## src/lsf_pkg.sv

```systemverilog
// lsf_pkg: shared types and constants for the length/sum framer
package lsf_pkg;

    localparam int IN_DATA_W   = 40;
    localparam int IN_USER_W   = 2;
    localparam int OUT_DATA_W  = 8;
    localparam int LEN_W       = 32;
    localparam int BYTE_W      = 8;
    localparam int QUEUE_DEPTH = 4;
    localparam int QUEUE_AW    = $clog2(QUEUE_DEPTH);
    localparam int QUEUE_CW    = $clog2(QUEUE_DEPTH + 1);

    localparam logic [IN_USER_W-1:0] KIND_START = 2'd0;
    localparam logic [IN_USER_W-1:0] KIND_DATA  = 2'd1;
    localparam logic [IN_USER_W-1:0] KIND_END   = 2'd2;

    localparam logic [BYTE_W-1:0] SYNC_BYTE = 8'h2A;

    typedef enum logic [1:0] {
        OP_HDR,
        OP_DATA,
        OP_TRL
    } op_t;

    typedef struct packed {
        op_t              op;
        logic [LEN_W-1:0] word;
    } cmd_t;

endpackage

```

## src/lsf_front.sv

```systemverilog
// lsf_front: accepts input beats, keeps the running sum, issues byte commands
module lsf_front
    import lsf_pkg::*;
(
    input  logic                 aclk,
    input  logic                 aresetn,
    input  logic                 s_axis_tvalid,
    output logic                 s_axis_tready,
    input  logic [IN_DATA_W-1:0] s_axis_tdata,   // payload_length, data_byte
    input  logic [IN_USER_W-1:0] s_axis_tuser,   // kind
    input  logic                 q_full,
    output logic                 q_push,
    output cmd_t                 q_wdata
);

    logic [LEN_W-1:0]  sum_reg;
    logic [LEN_W-1:0]  sum_next;
    logic              accept;
    logic [LEN_W-1:0]  len_in;
    logic [BYTE_W-1:0] byte_in;

    assign s_axis_tready = !q_full;
    assign accept        = s_axis_tvalid && s_axis_tready;
    assign len_in        = s_axis_tdata[LEN_W-1:0];
    assign byte_in       = s_axis_tdata[LEN_W+BYTE_W-1:LEN_W];

    always_comb begin
        sum_next     = sum_reg;
        q_push       = 1'b0;
        q_wdata.op   = OP_DATA;
        q_wdata.word = {{(LEN_W-BYTE_W){1'b0}}, byte_in};
        unique case (s_axis_tuser)
            KIND_START: begin
                q_push       = accept;
                q_wdata.op   = OP_HDR;
                q_wdata.word = len_in;
                if (accept) begin
                    sum_next = '0;
                end
            end
            KIND_DATA: begin
                q_push = accept;
                if (accept) begin
                    sum_next = sum_reg + {{(LEN_W-BYTE_W){1'b0}}, byte_in};
                end
            end
            KIND_END: begin
                q_push       = accept;
                q_wdata.op   = OP_TRL;
                q_wdata.word = sum_reg;
            end
            default: begin
                q_push = 1'b0;
            end
        endcase
    end

    always_ff @(posedge aclk) begin
        if (!aresetn) begin
            sum_reg <= '0;
        end else begin
            sum_reg <= sum_next;
        end
    end

endmodule

```

## src/lsf_queue.sv

```systemverilog
// lsf_queue: short command fifo between the front and back parts
module lsf_queue
    import lsf_pkg::*;
(
    input  logic aclk,
    input  logic aresetn,
    input  logic push,
    input  cmd_t wdata,
    output logic full,
    input  logic pop,
    output logic empty,
    output cmd_t head
);

    cmd_t                mem [QUEUE_DEPTH];
    logic [QUEUE_AW-1:0] wr_ptr_reg;
    logic [QUEUE_AW-1:0] wr_ptr_next;
    logic [QUEUE_AW-1:0] rd_ptr_reg;
    logic [QUEUE_AW-1:0] rd_ptr_next;
    logic [QUEUE_CW-1:0] count_reg;
    logic [QUEUE_CW-1:0] count_next;
    logic                do_push;
    logic                do_pop;

    assign full    = (count_reg == QUEUE_CW'(QUEUE_DEPTH));
    assign empty   = (count_reg == '0);
    assign head    = mem[rd_ptr_reg];
    assign do_push = push && !full;
    assign do_pop  = pop && !empty;

    always_comb begin
        wr_ptr_next = do_push ? wr_ptr_reg + 1'b1 : wr_ptr_reg;
        rd_ptr_next = do_pop ? rd_ptr_reg + 1'b1 : rd_ptr_reg;
        count_next  = count_reg;
        if (do_push && !do_pop) begin
            count_next = count_reg + 1'b1;
        end else if (do_pop && !do_push) begin
            count_next = count_reg - 1'b1;
        end
    end

    always_ff @(posedge aclk) begin
        if (do_push) begin
            mem[wr_ptr_reg] <= wdata;
        end
    end

    always_ff @(posedge aclk) begin
        if (!aresetn) begin
            wr_ptr_reg <= '0;
            rd_ptr_reg <= '0;
            count_reg  <= '0;
        end else begin
            wr_ptr_reg <= wr_ptr_next;
            rd_ptr_reg <= rd_ptr_next;
            count_reg  <= count_next;
        end
    end

endmodule

```

## src/lsf_back.sv

```systemverilog
// lsf_back: serializes queued commands into output byte beats
module lsf_back
    import lsf_pkg::*;
(
    input  logic                  aclk,
    input  logic                  aresetn,
    input  logic                  q_empty,
    input  cmd_t                  q_head,
    output logic                  q_pop,
    output logic                  m_axis_tvalid,
    input  logic                  m_axis_tready,
    output logic [OUT_DATA_W-1:0] m_axis_tdata,   // out_byte
    output logic                  m_axis_tlast
);

    logic [2:0]            idx_reg;
    logic [2:0]            idx_next;
    logic                  valid_reg;
    logic                  valid_next;
    logic [OUT_DATA_W-1:0] data_reg;
    logic                  last_reg;
    logic                  load;
    logic [OUT_DATA_W-1:0] cur_byte;
    logic                  cur_last;
    logic                  cur_final;
    logic [1:0]            sel;
    logic [2:0]            idx_m1;

    function automatic logic [BYTE_W-1:0] msb_byte(input logic [LEN_W-1:0] w,
                                                    input logic [1:0] k);
        logic [BYTE_W-1:0] b;
        case (k)
            2'd0:    b = w[31:24];
            2'd1:    b = w[23:16];
            2'd2:    b = w[15:8];
            default: b = w[7:0];
        endcase
        return b;
    endfunction

    assign load   = (!valid_reg || m_axis_tready) && !q_empty;
    assign idx_m1 = idx_reg - 3'd1;

    always_comb begin
        sel       = idx_reg[1:0];
        cur_byte  = q_head.word[BYTE_W-1:0];
        cur_last  = 1'b0;
        cur_final = 1'b1;
        unique case (q_head.op)
            OP_HDR: begin
                sel       = idx_m1[1:0];
                cur_byte  = (idx_reg == 3'd0) ? SYNC_BYTE : msb_byte(q_head.word, sel);
                cur_final = (idx_reg == 3'd4);
            end
            OP_TRL: begin
                cur_byte  = msb_byte(q_head.word, sel);
                cur_final = (idx_reg == 3'd3);
                cur_last  = cur_final;
            end
            OP_DATA: begin
                cur_final = 1'b1;
            end
            default: begin
                cur_final = 1'b1;
            end
        endcase
    end

    always_comb begin
        q_pop      = load && cur_final;
        idx_next   = idx_reg;
        valid_next = valid_reg && !m_axis_tready;
        if (load) begin
            valid_next = 1'b1;
            idx_next   = cur_final ? 3'd0 : idx_reg + 3'd1;
        end
    end

    always_ff @(posedge aclk) begin
        if (!aresetn) begin
            idx_reg   <= '0;
            valid_reg <= 1'b0;
        end else begin
            idx_reg   <= idx_next;
            valid_reg <= valid_next;
        end
    end

    always_ff @(posedge aclk) begin
        if (load) begin
            data_reg <= cur_byte;
            last_reg <= cur_last;
        end
    end

    assign m_axis_tvalid = valid_reg;
    assign m_axis_tdata  = data_reg;
    assign m_axis_tlast  = last_reg;

endmodule

```

## src/length_sum_framer_top.sv

```systemverilog
// length_sum_framer_top: frame builder with length header and additive checksum trailer
// Each input beat is classified by the front part and queued as one command; the back part
// turns commands into output bytes. A payload beat yields one output byte, so payload
// streams at one byte per cycle while the output is not stalled. A start beat yields five
// output bytes (sync '*' and the length, msb first) and an end beat four (the wrapping
// 32-bit byte sum, msb first, the last one flagged by tlast); the serializer sends these
// one byte at a time, while the four-entry command queue keeps taking input beats until it
// fills. Kind 3 is dropped. The output is registered; the first byte of an input beat
// passes through the command queue and the output register before it is offered.
module length_sum_framer_top
    import lsf_pkg::*;
(
    input  logic                  aclk,
    input  logic                  aresetn,
    input  logic                  s_axis_tvalid,
    output logic                  s_axis_tready,
    input  logic [IN_DATA_W-1:0]  s_axis_tdata,   // payload_length, data_byte
    input  logic [IN_USER_W-1:0]  s_axis_tuser,   // kind
    output logic                  m_axis_tvalid,
    input  logic                  m_axis_tready,
    output logic [OUT_DATA_W-1:0] m_axis_tdata,   // out_byte
    output logic                  m_axis_tlast    // last
);

    logic q_push;
    logic q_pop;
    logic q_full;
    logic q_empty;
    cmd_t q_wdata;
    cmd_t q_head;

    lsf_front u_front (
        .aclk          (aclk),
        .aresetn       (aresetn),
        .s_axis_tvalid (s_axis_tvalid),
        .s_axis_tready (s_axis_tready),
        .s_axis_tdata  (s_axis_tdata),
        .s_axis_tuser  (s_axis_tuser),
        .q_full        (q_full),
        .q_push        (q_push),
        .q_wdata       (q_wdata)
    );

    lsf_queue u_queue (
        .aclk    (aclk),
        .aresetn (aresetn),
        .push    (q_push),
        .wdata   (q_wdata),
        .full    (q_full),
        .pop     (q_pop),
        .empty   (q_empty),
        .head    (q_head)
    );

    lsf_back u_back (
        .aclk          (aclk),
        .aresetn       (aresetn),
        .q_empty       (q_empty),
        .q_head        (q_head),
        .q_pop         (q_pop),
        .m_axis_tvalid (m_axis_tvalid),
        .m_axis_tready (m_axis_tready),
        .m_axis_tdata  (m_axis_tdata),
        .m_axis_tlast  (m_axis_tlast)
    );

endmodule

```

## config.mk

```make
export PLATFORM = sky130hd
export DESIGN_NAME = length_sum_framer_top
export DESIGN_NICKNAME = d
export VERILOG_FILES = /design/src/lsf_pkg.sv /design/src/lsf_front.sv /design/src/lsf_queue.sv /design/src/lsf_back.sv /design/src/length_sum_framer_top.sv
export SDC_FILE = /design/constraint.sdc
export NUM_CORES = 1
export LEC_CHECK = 0
export ABC_AREA = 1
export CAP_MARGIN = 40
export CORE_MARGIN = 5
export CORE_UTILIZATION = 48
export DETAILED_ROUTE_END_ITERATION = 10
export DONT_BUFFER_PORTS = 1
export GPL_TIMING_DRIVEN = 1
export PLACE_DENSITY = 0.74
export SETUP_SLACK_MARGIN = 0.15
export SLEW_MARGIN = 10
export SYNTH_ARGS = -nofsm -noshare
export SYNTH_HDL_FRONTEND = slang
export SYNTH_SLANG_ARGS = --single-unit
```

## constraint.sdc

```tcl
create_clock -name aclk -period 3.1 [get_ports aclk]
set_input_delay 0.155 -clock aclk [delete_from_list [all_inputs] [get_ports aclk]]
set_output_delay 0.155 -clock aclk [all_outputs]
set_load 0.02 [all_outputs]
```

# --- Word level (Yosys, flattened, before mapping) ---
# Memories as Yosys holds them, arrays and structs flattened. A register that Yosys moved wholly into a read port is not among the register bits.
# Cells that the tools add are included.
# W data, S select, Z words.
totals:
  reg_bits: 52
  ram_bits: 136
  out_inout_bits: 11
  elab_cells: 71
  memories: 1
mem_list:
  columns: ["memory", "words", "width", "read_ports", "rd_clocked_by_memory_dff", "write_ports", "line", "rtl"]
  rows:
  - ["u_queue.mem", 4, 34, 1, 1, 1, "lsf_queue.sv:15", "cmd_t mem [QUEUE_DEPTH];"]
op_classes:
  n_addsub: 7
  n_eq_ne: 12
  muxes: 18
  n_reduce_logical: 25
op_table:
  columns: ["cell", "count"]
  rows:
  - ["$pmux W34 S2", 1]
  - ["$mux W32", 2]
  - ["$pmux W32 S2", 1]
  - ["$pmux W8 S3", 2]
  - ["$add A32 B8 Y32", 1]
  - ["$pmux W8 S2", 1]
  - ["$mux W3", 3]
  - ["$eq A2 B2 Y1 const B", 4]
  - ["$logic_and A1 B1 Y1", 8]
  - ["$logic_not A2 Y1", 4]
  - ["$mux W8", 1]
  - ["$add A3 B1 Y3 const B", 2]
  - ["$eq A2 B1 Y1 const B", 3]
  - ["$eq A3 B3 Y1 const B", 2]
  - ["$logic_not A1 Y1", 6]
  - ["$logic_not A3 Y1", 2]
  - ["$add A2 B1 Y2 const B", 2]
  - ["$mux W1", 4]
  - ["$mux W2", 2]
  - ["$ne A2 B1 Y1 const B", 2]
  - ["$reduce_bool A2 Y1", 2]
  - ["$eq A3 B2 Y1 const B", 1]
  - ["$reduce_and A3 Y1", 1]
  - ["$reduce_or A3 Y1", 1]
  - ["4 further kinds", 4]

# --- Depth between registers and ports, before layout ---
logic_depth:
  word_depth: 9
  ltp_mapped: 17

# --- By module ---
# Synthesis repeated with hierarchy kept, for this count alone.
hier_totals:
  cells_unflattened: 1076
  area_unflattened_um2: 9688.0
modules_own_cells:
  columns: ["mod", "instances", "cells_per_inst", "area_per_inst_um2", "seq_area_each_um2"]
  rows:
  - ["lsf_queue", 1, 399, 5735.5, 4264.1]
  - ["lsf_front", 1, 476, 2750.1, 640.6]
  - ["lsf_back", 1, 201, 1202.4, 350.3]

# --- Worst setup path before layout ---
# Ideal clock, no wire load.
synth_timing:
  path_kind: "reg2reg"
  start: "register u_queue.count_reg[0]"
  end: "memory u_queue.mem[0][0] (netlist name), enable pin"
  setup_time_ps: 425
  t_arrival_ps: 2398
  setup_slack_ps: 277
  stages_incl_launch_ff: 7
  n_path_buf: 0
  synth_period_minus_slack_ps: 2823
  path_cell_list: "dfxtp_1 nor2_1 nand2_1 nand2_1 inv_1 o21ai_2 nor2_1"
synth_via:
  elab_chain_cells: 7
synth_lines:
  columns: ["item", "line", "rtl"]
  rows:
  - ["from (decl)", "lsf_queue.sv:20", "logic [QUEUE_CW-1:0] count_reg;"]
  - ["from (signal assigned)", "lsf_queue.sv:56", "count_reg <= count_next;"]
  - ["$eq A3 B3 Y1 *", "lsf_queue.sv:25", "assign full = (count_reg == QUEUE_CW'(QUEUE_DEPTH));"]
  - ["$logic_not A1 Y1 *", "lsf_front.sv:22", "assign s_axis_tready = !q_full;"]
  - ["named net s_axis_tready", "length_sum_framer_top.sv:16", "output logic s_axis_tready,"]
  - ["$logic_and A1 B1 Y1", "lsf_front.sv:23", "assign accept = s_axis_tvalid && s_axis_tready;"]
  - ["$mux W1", "lsf_front.sv:32", "unique case (s_axis_tuser)"]
  - ["$logic_and A1 B1 Y1 *", "lsf_queue.sv:28", "assign do_push = push && !full;"]
  - ["$mux W1 *", "lsf_queue.sv:43", "if (do_push) begin"]
  - ["$mux W1 (not written as such) *", "lsf_queue.sv:44", "mem[wr_ptr_reg] <= wdata;"]
  - ["to (decl)", "lsf_queue.sv:15", null]
# The timed path passes the listed nets; every way through them passes the cells marked *.

==> Flow_metrics.wiki <==
{| class="wikitable"
! Metric !! Value
|-
| Outcome || complete, no violations
|-
| Synth Area per Inst || 8.87 µm²
|-
| Worst-Margin Slew || 0.763 ns
|-
| Max-cap check violation count || 0
|-
| Final-report max-slew violation count || 0
|-
| Setup crit start kind || flip-flop
|-
| Worst clock skew || 0.00795 ns
|-
| Starting density of the core || 49.0%
|-
| Total via count in the routed design || 7042
|-
| Cts bufs inserted || 17
|-
| Input/output buffers || 0
|-
| Remaining global-route overflow || 0
|-
| Data arrival time of the critical path || 2.90 ns
|-
| Violation count after the first detailed-routing iteration || 774
|-
| Core region area || 18800 µm²
|-
| Critical path type || reg -> reg
|-
| Dominant synthesized flop cell || sky130_fd_sc_hd__edfxtp_1
|-
| Register clock-pin slew on the reported worst setup and hold paths || 0.07 ns
|-
| Detail-routed net length per standard cell || 16.7 µm
|-
| Worst slew margin || 48.6%
|-
| Sequential share of the synthesized area || 57.0%
|-
| Sink count of the clock tree || 190
|-
| Ant diodes || 0
|-
| Number of endpoints failing setup at the final stage || 0
|-
| P&R area growth vs syn || 9.04%
|-
| Number of nets with antenna violations after routing || 0
|-
| Maximum net fanout on the critical path || 27
|-
| Dpl cell area || 9460 µm²
|-
| Height of the die || 149 µm
|-
| Data required time of the worst path || 3.47 ns
|-
| Total nets after synthesis || 1109
|-
| Clock period minus final worst setup slack || 2.53 ns
|-
| Site row count || 50
|-
| Tot GR Track Use || 20.4%
|-
| Nets@finish || 1106
|-
| IR Drop Worst-Case VDD || 510 µV
|-
| CTS tree || done
|-
| RSZ-0062 raised after global routing || no
|-
| Synthesized netlist cell count || 1040
|-
| Cell area after technology mapping || 9220 µm²
|-
| Leakage power of the design || 0.00390 µW
|-
| Pwr/cell area || 779 nW/µm²
|-
| FF+latch count, synth || 190
|-
| Fraction of final layout cells with drive strength greater than 1 || 7.62%
|-
| Class of the worst hold path || in -> reg
|-
| Largest net degree at the start of global routing || 44
|-
| Synth async-reset ratio || 0%
|-
| Period utilization || 81.7%
|-
| HPWL reported at the end of detailed placement || 15000 µm
|-
| Final Total Pwr || 7830 µW
|-
| Number of endpoints with negative hold slack in the final report || 0
|-
| Buffer type at the clock tree root || sky130_fd_sc_hd__clkbuf_16
|-
| Number of unique standard cell types used by synthesis || 35
|-
| Initial antenna violation count || 0
|-
| Buffers from clock root to sink, at most || 2
|-
| Wire length of the first global-routing pass || 34900 µm
|-
| Max FFs per register || 136
|-
| H-tree Lvls || 4
|-
| Cell area after layout || 10100 µm²
|-
| Warnings from Yosys || 0
|-
| Total die area || 22100 µm²
|-
| Count of TritonRoute iterations in the first routing pass || 5
|-
| Vias per std cell || 5.38
|-
| Number of flops mapped to enable cells by yosys || 145
|-
| Wire length after detailed routing || 21800 µm
|-
| Later-pin clock latency in the skew report || 0.44 ns
|-
| Vias in the first global route || 6575
|-
| Die X || 149 µm
|-
| Routability Congestion || 0.921
|-
| Filler Cell Count || 1611
|-
| Kind of capture point of the worst setup path || flip-flop
|-
| Achievable frequency || 0.395 GHz
|-
| Aggregate negative setup slack || 0 ns
|-
| IO Count || 57
|-
| Total DRC errors in the routed layout || 0
|}
==> cells by family after synthesis <==
kind of cell | Yosys count | share of synthesized area [%]
xor gates and xnor gates | 4 | 0.380
and+or+nand+nor | 533 | 23.9
AOI/OAI and AO/OA | 159 | 9.15
DFF | 190 | 57.0
buffers and inverters | 131 | 6.28
adders and majority gates | 23 | 3.28
==> worst paths after layout <==
check	from	to	slack (ns)	cells after the start
worst max-delay path	flip-flop	u_queue.count_reg[2]$_SDFFE_PN0P_	0.57	17
worst min-delay path	s_axis_tdata[32]	u_front.sum_reg[0]$_SDFFE_PN0P_	0.02	3
worst max register to register	flip-flop	u_queue.count_reg[2]$_SDFFE_PN0P_	0.57	17
worst min register to register	u_front.sum_reg[0]$_SDFFE_PN0P_	u_front.sum_reg[0]$_SDFFE_PN0P_	0.49	2
==> cell usage after synthesis, types with 6 or more instances <==
| master | count | area (µm²) |
|---|---|---|
| sky130_fd_sc_hd__a21oi_1 | 35 | 175 |
| sky130_fd_sc_hd__a22oi_1 | 6 | 45.0 |
| sky130_fd_sc_hd__buf_2 | 13 | 65.1 |
| sky130_fd_sc_hd__buf_6 | 7 | 78.8 |
| sky130_fd_sc_hd__clkbuf_1 | 14 | 52.6 |
| sky130_fd_sc_hd__dfxtp_1 | 45 | 901 |
| sky130_fd_sc_hd__edfxtp_1 | 145 | 4350 |
| sky130_fd_sc_hd__ha_1 | 21 | 263 |
| sky130_fd_sc_hd__inv_1 | 85 | 319 |
| sky130_fd_sc_hd__inv_2 | 7 | 26.3 |
| sky130_fd_sc_hd__nand2_1 | 311 | 1170 |
| sky130_fd_sc_hd__nand2_2 | 8 | 50.1 |
| sky130_fd_sc_hd__nand3_1 | 66 | 330 |
| sky130_fd_sc_hd__nand4_1 | 11 | 68.8 |
| sky130_fd_sc_hd__nor2_1 | 112 | 420 |
| sky130_fd_sc_hd__nor3_1 | 12 | 60.1 |
| sky130_fd_sc_hd__o21ai_0 | 66 | 330 |
| sky130_fd_sc_hd__o21ai_1 | 36 | 180 |
| sky130_fd_sc_hd__o22ai_1 | 10 | 62.6 |
==> report_power, final <==
group / switching, µW / leakage [µW] / internal (µW)
clock: 983 / 0.000267 / 1120
sequential: 204 / 0.00172 / 3080
combinational: 1730 / 0.00191 / 712
total: 2910 / 0.00390 / 4910
==> layer usage <==
layer  up-vias  global-route usage [%]  routed length, µm
met5         -                       0                  0
met4         0                    7.62                520
met3        30                    4.20               1440
met2       243                    32.3              10400
met1      3303                    27.8               9490
li1       3466                       -                  -
==> placed cells by master (no fill, tap or decap), types with 4 or more instances in the layout <==
cell type                    instances
sky130_fd_sc_hd__a21oi_1            34
sky130_fd_sc_hd__nand2_1           311
sky130_fd_sc_hd__o22ai_1            10
sky130_fd_sc_hd__inv_1              85
sky130_fd_sc_hd__nor2_1            107
sky130_fd_sc_hd__o21ai_1            36
sky130_fd_sc_hd__nor2_4              4
sky130_fd_sc_hd__nand2_2             8
sky130_fd_sc_hd__edfxtp_1          145
sky130_fd_sc_hd__buf_4              13
sky130_fd_sc_hd__nand3_1            66
sky130_fd_sc_hd__nor3_1             12
sky130_fd_sc_hd__ha_1               21
sky130_fd_sc_hd__nor2_2              4
sky130_fd_sc_hd__o21ai_0            66
sky130_fd_sc_hd__dfxtp_1            44
sky130_fd_sc_hd__nand4_1            11
sky130_fd_sc_hd__a22oi_1             6
sky130_fd_sc_hd__clkinvlp_4          4
sky130_fd_sc_hd__clkbuf_16          17
sky130_fd_sc_hd__inv_6               4
sky130_fd_sc_hd__inv_2               7
==> stage by stage <==
step / setup WS (ns) / instances / hold slack (ns) / utilization [%]
floorplan: 0.277 / 1040 / 0.279 / -
global placement: 0.754 / 1274 / 0.257 / 50.2
detailed placement: 0.642 / 1275 / 0.256 / 50.3
CTS: 0.610 / 1310 / 0.00587 / 53.4
global route: 0.376 / 1310 / 0.0402 / 53.4
finish: 0.568 / 1310 / 0.0209 / 53.4
==> worst max-delay path: stages, from the launching register on <==
cell	delay, ns
sky130_fd_sc_hd__dfxtp_2	0.32
sky130_fd_sc_hd__inv_2	0.34
sky130_fd_sc_hd__nand2_1	0.11
sky130_fd_sc_hd__nand3_1	0.09
sky130_fd_sc_hd__nand2_1	0.09
sky130_fd_sc_hd__inv_1	0.09
sky130_fd_sc_hd__nand2_2	0.08
sky130_fd_sc_hd__nand2_1	0.08
sky130_fd_sc_hd__nand2_2	0.07
sky130_fd_sc_hd__nand2_2	0.11
sky130_fd_sc_hd__ha_1	0.15
sky130_fd_sc_hd__inv_1	0.07
sky130_fd_sc_hd__fa_1	0.39
sky130_fd_sc_hd__nor2_1	0.12
sky130_fd_sc_hd__nor2_1	0.05
sky130_fd_sc_hd__nand2_1	0.07
sky130_fd_sc_hd__o21ai_0	0.08
sky130_fd_sc_hd__a21oi_1	0.14
==> area by class of cell <==
type	instances	area [µm²]	area share [%]
clock buffers	18	429	4.27
multi-input cells	719	3420	34.0
inverters	92	345	3.43
well taps	260	325	3.24
repair buffers	17	143	1.42
clock inverters	14	133	1.32
flip-flops and latches	190	5260	52.3
==> what timing repair did <==
action	4_1_cts	5_1_grt
endpoints found under the setup margin	0	0
hold buffers	3	0
endpoints found under the hold margin	16	0
gates resized for setup	0	0
setup buffers	0	0
Power figures use the tool's default switching activity.
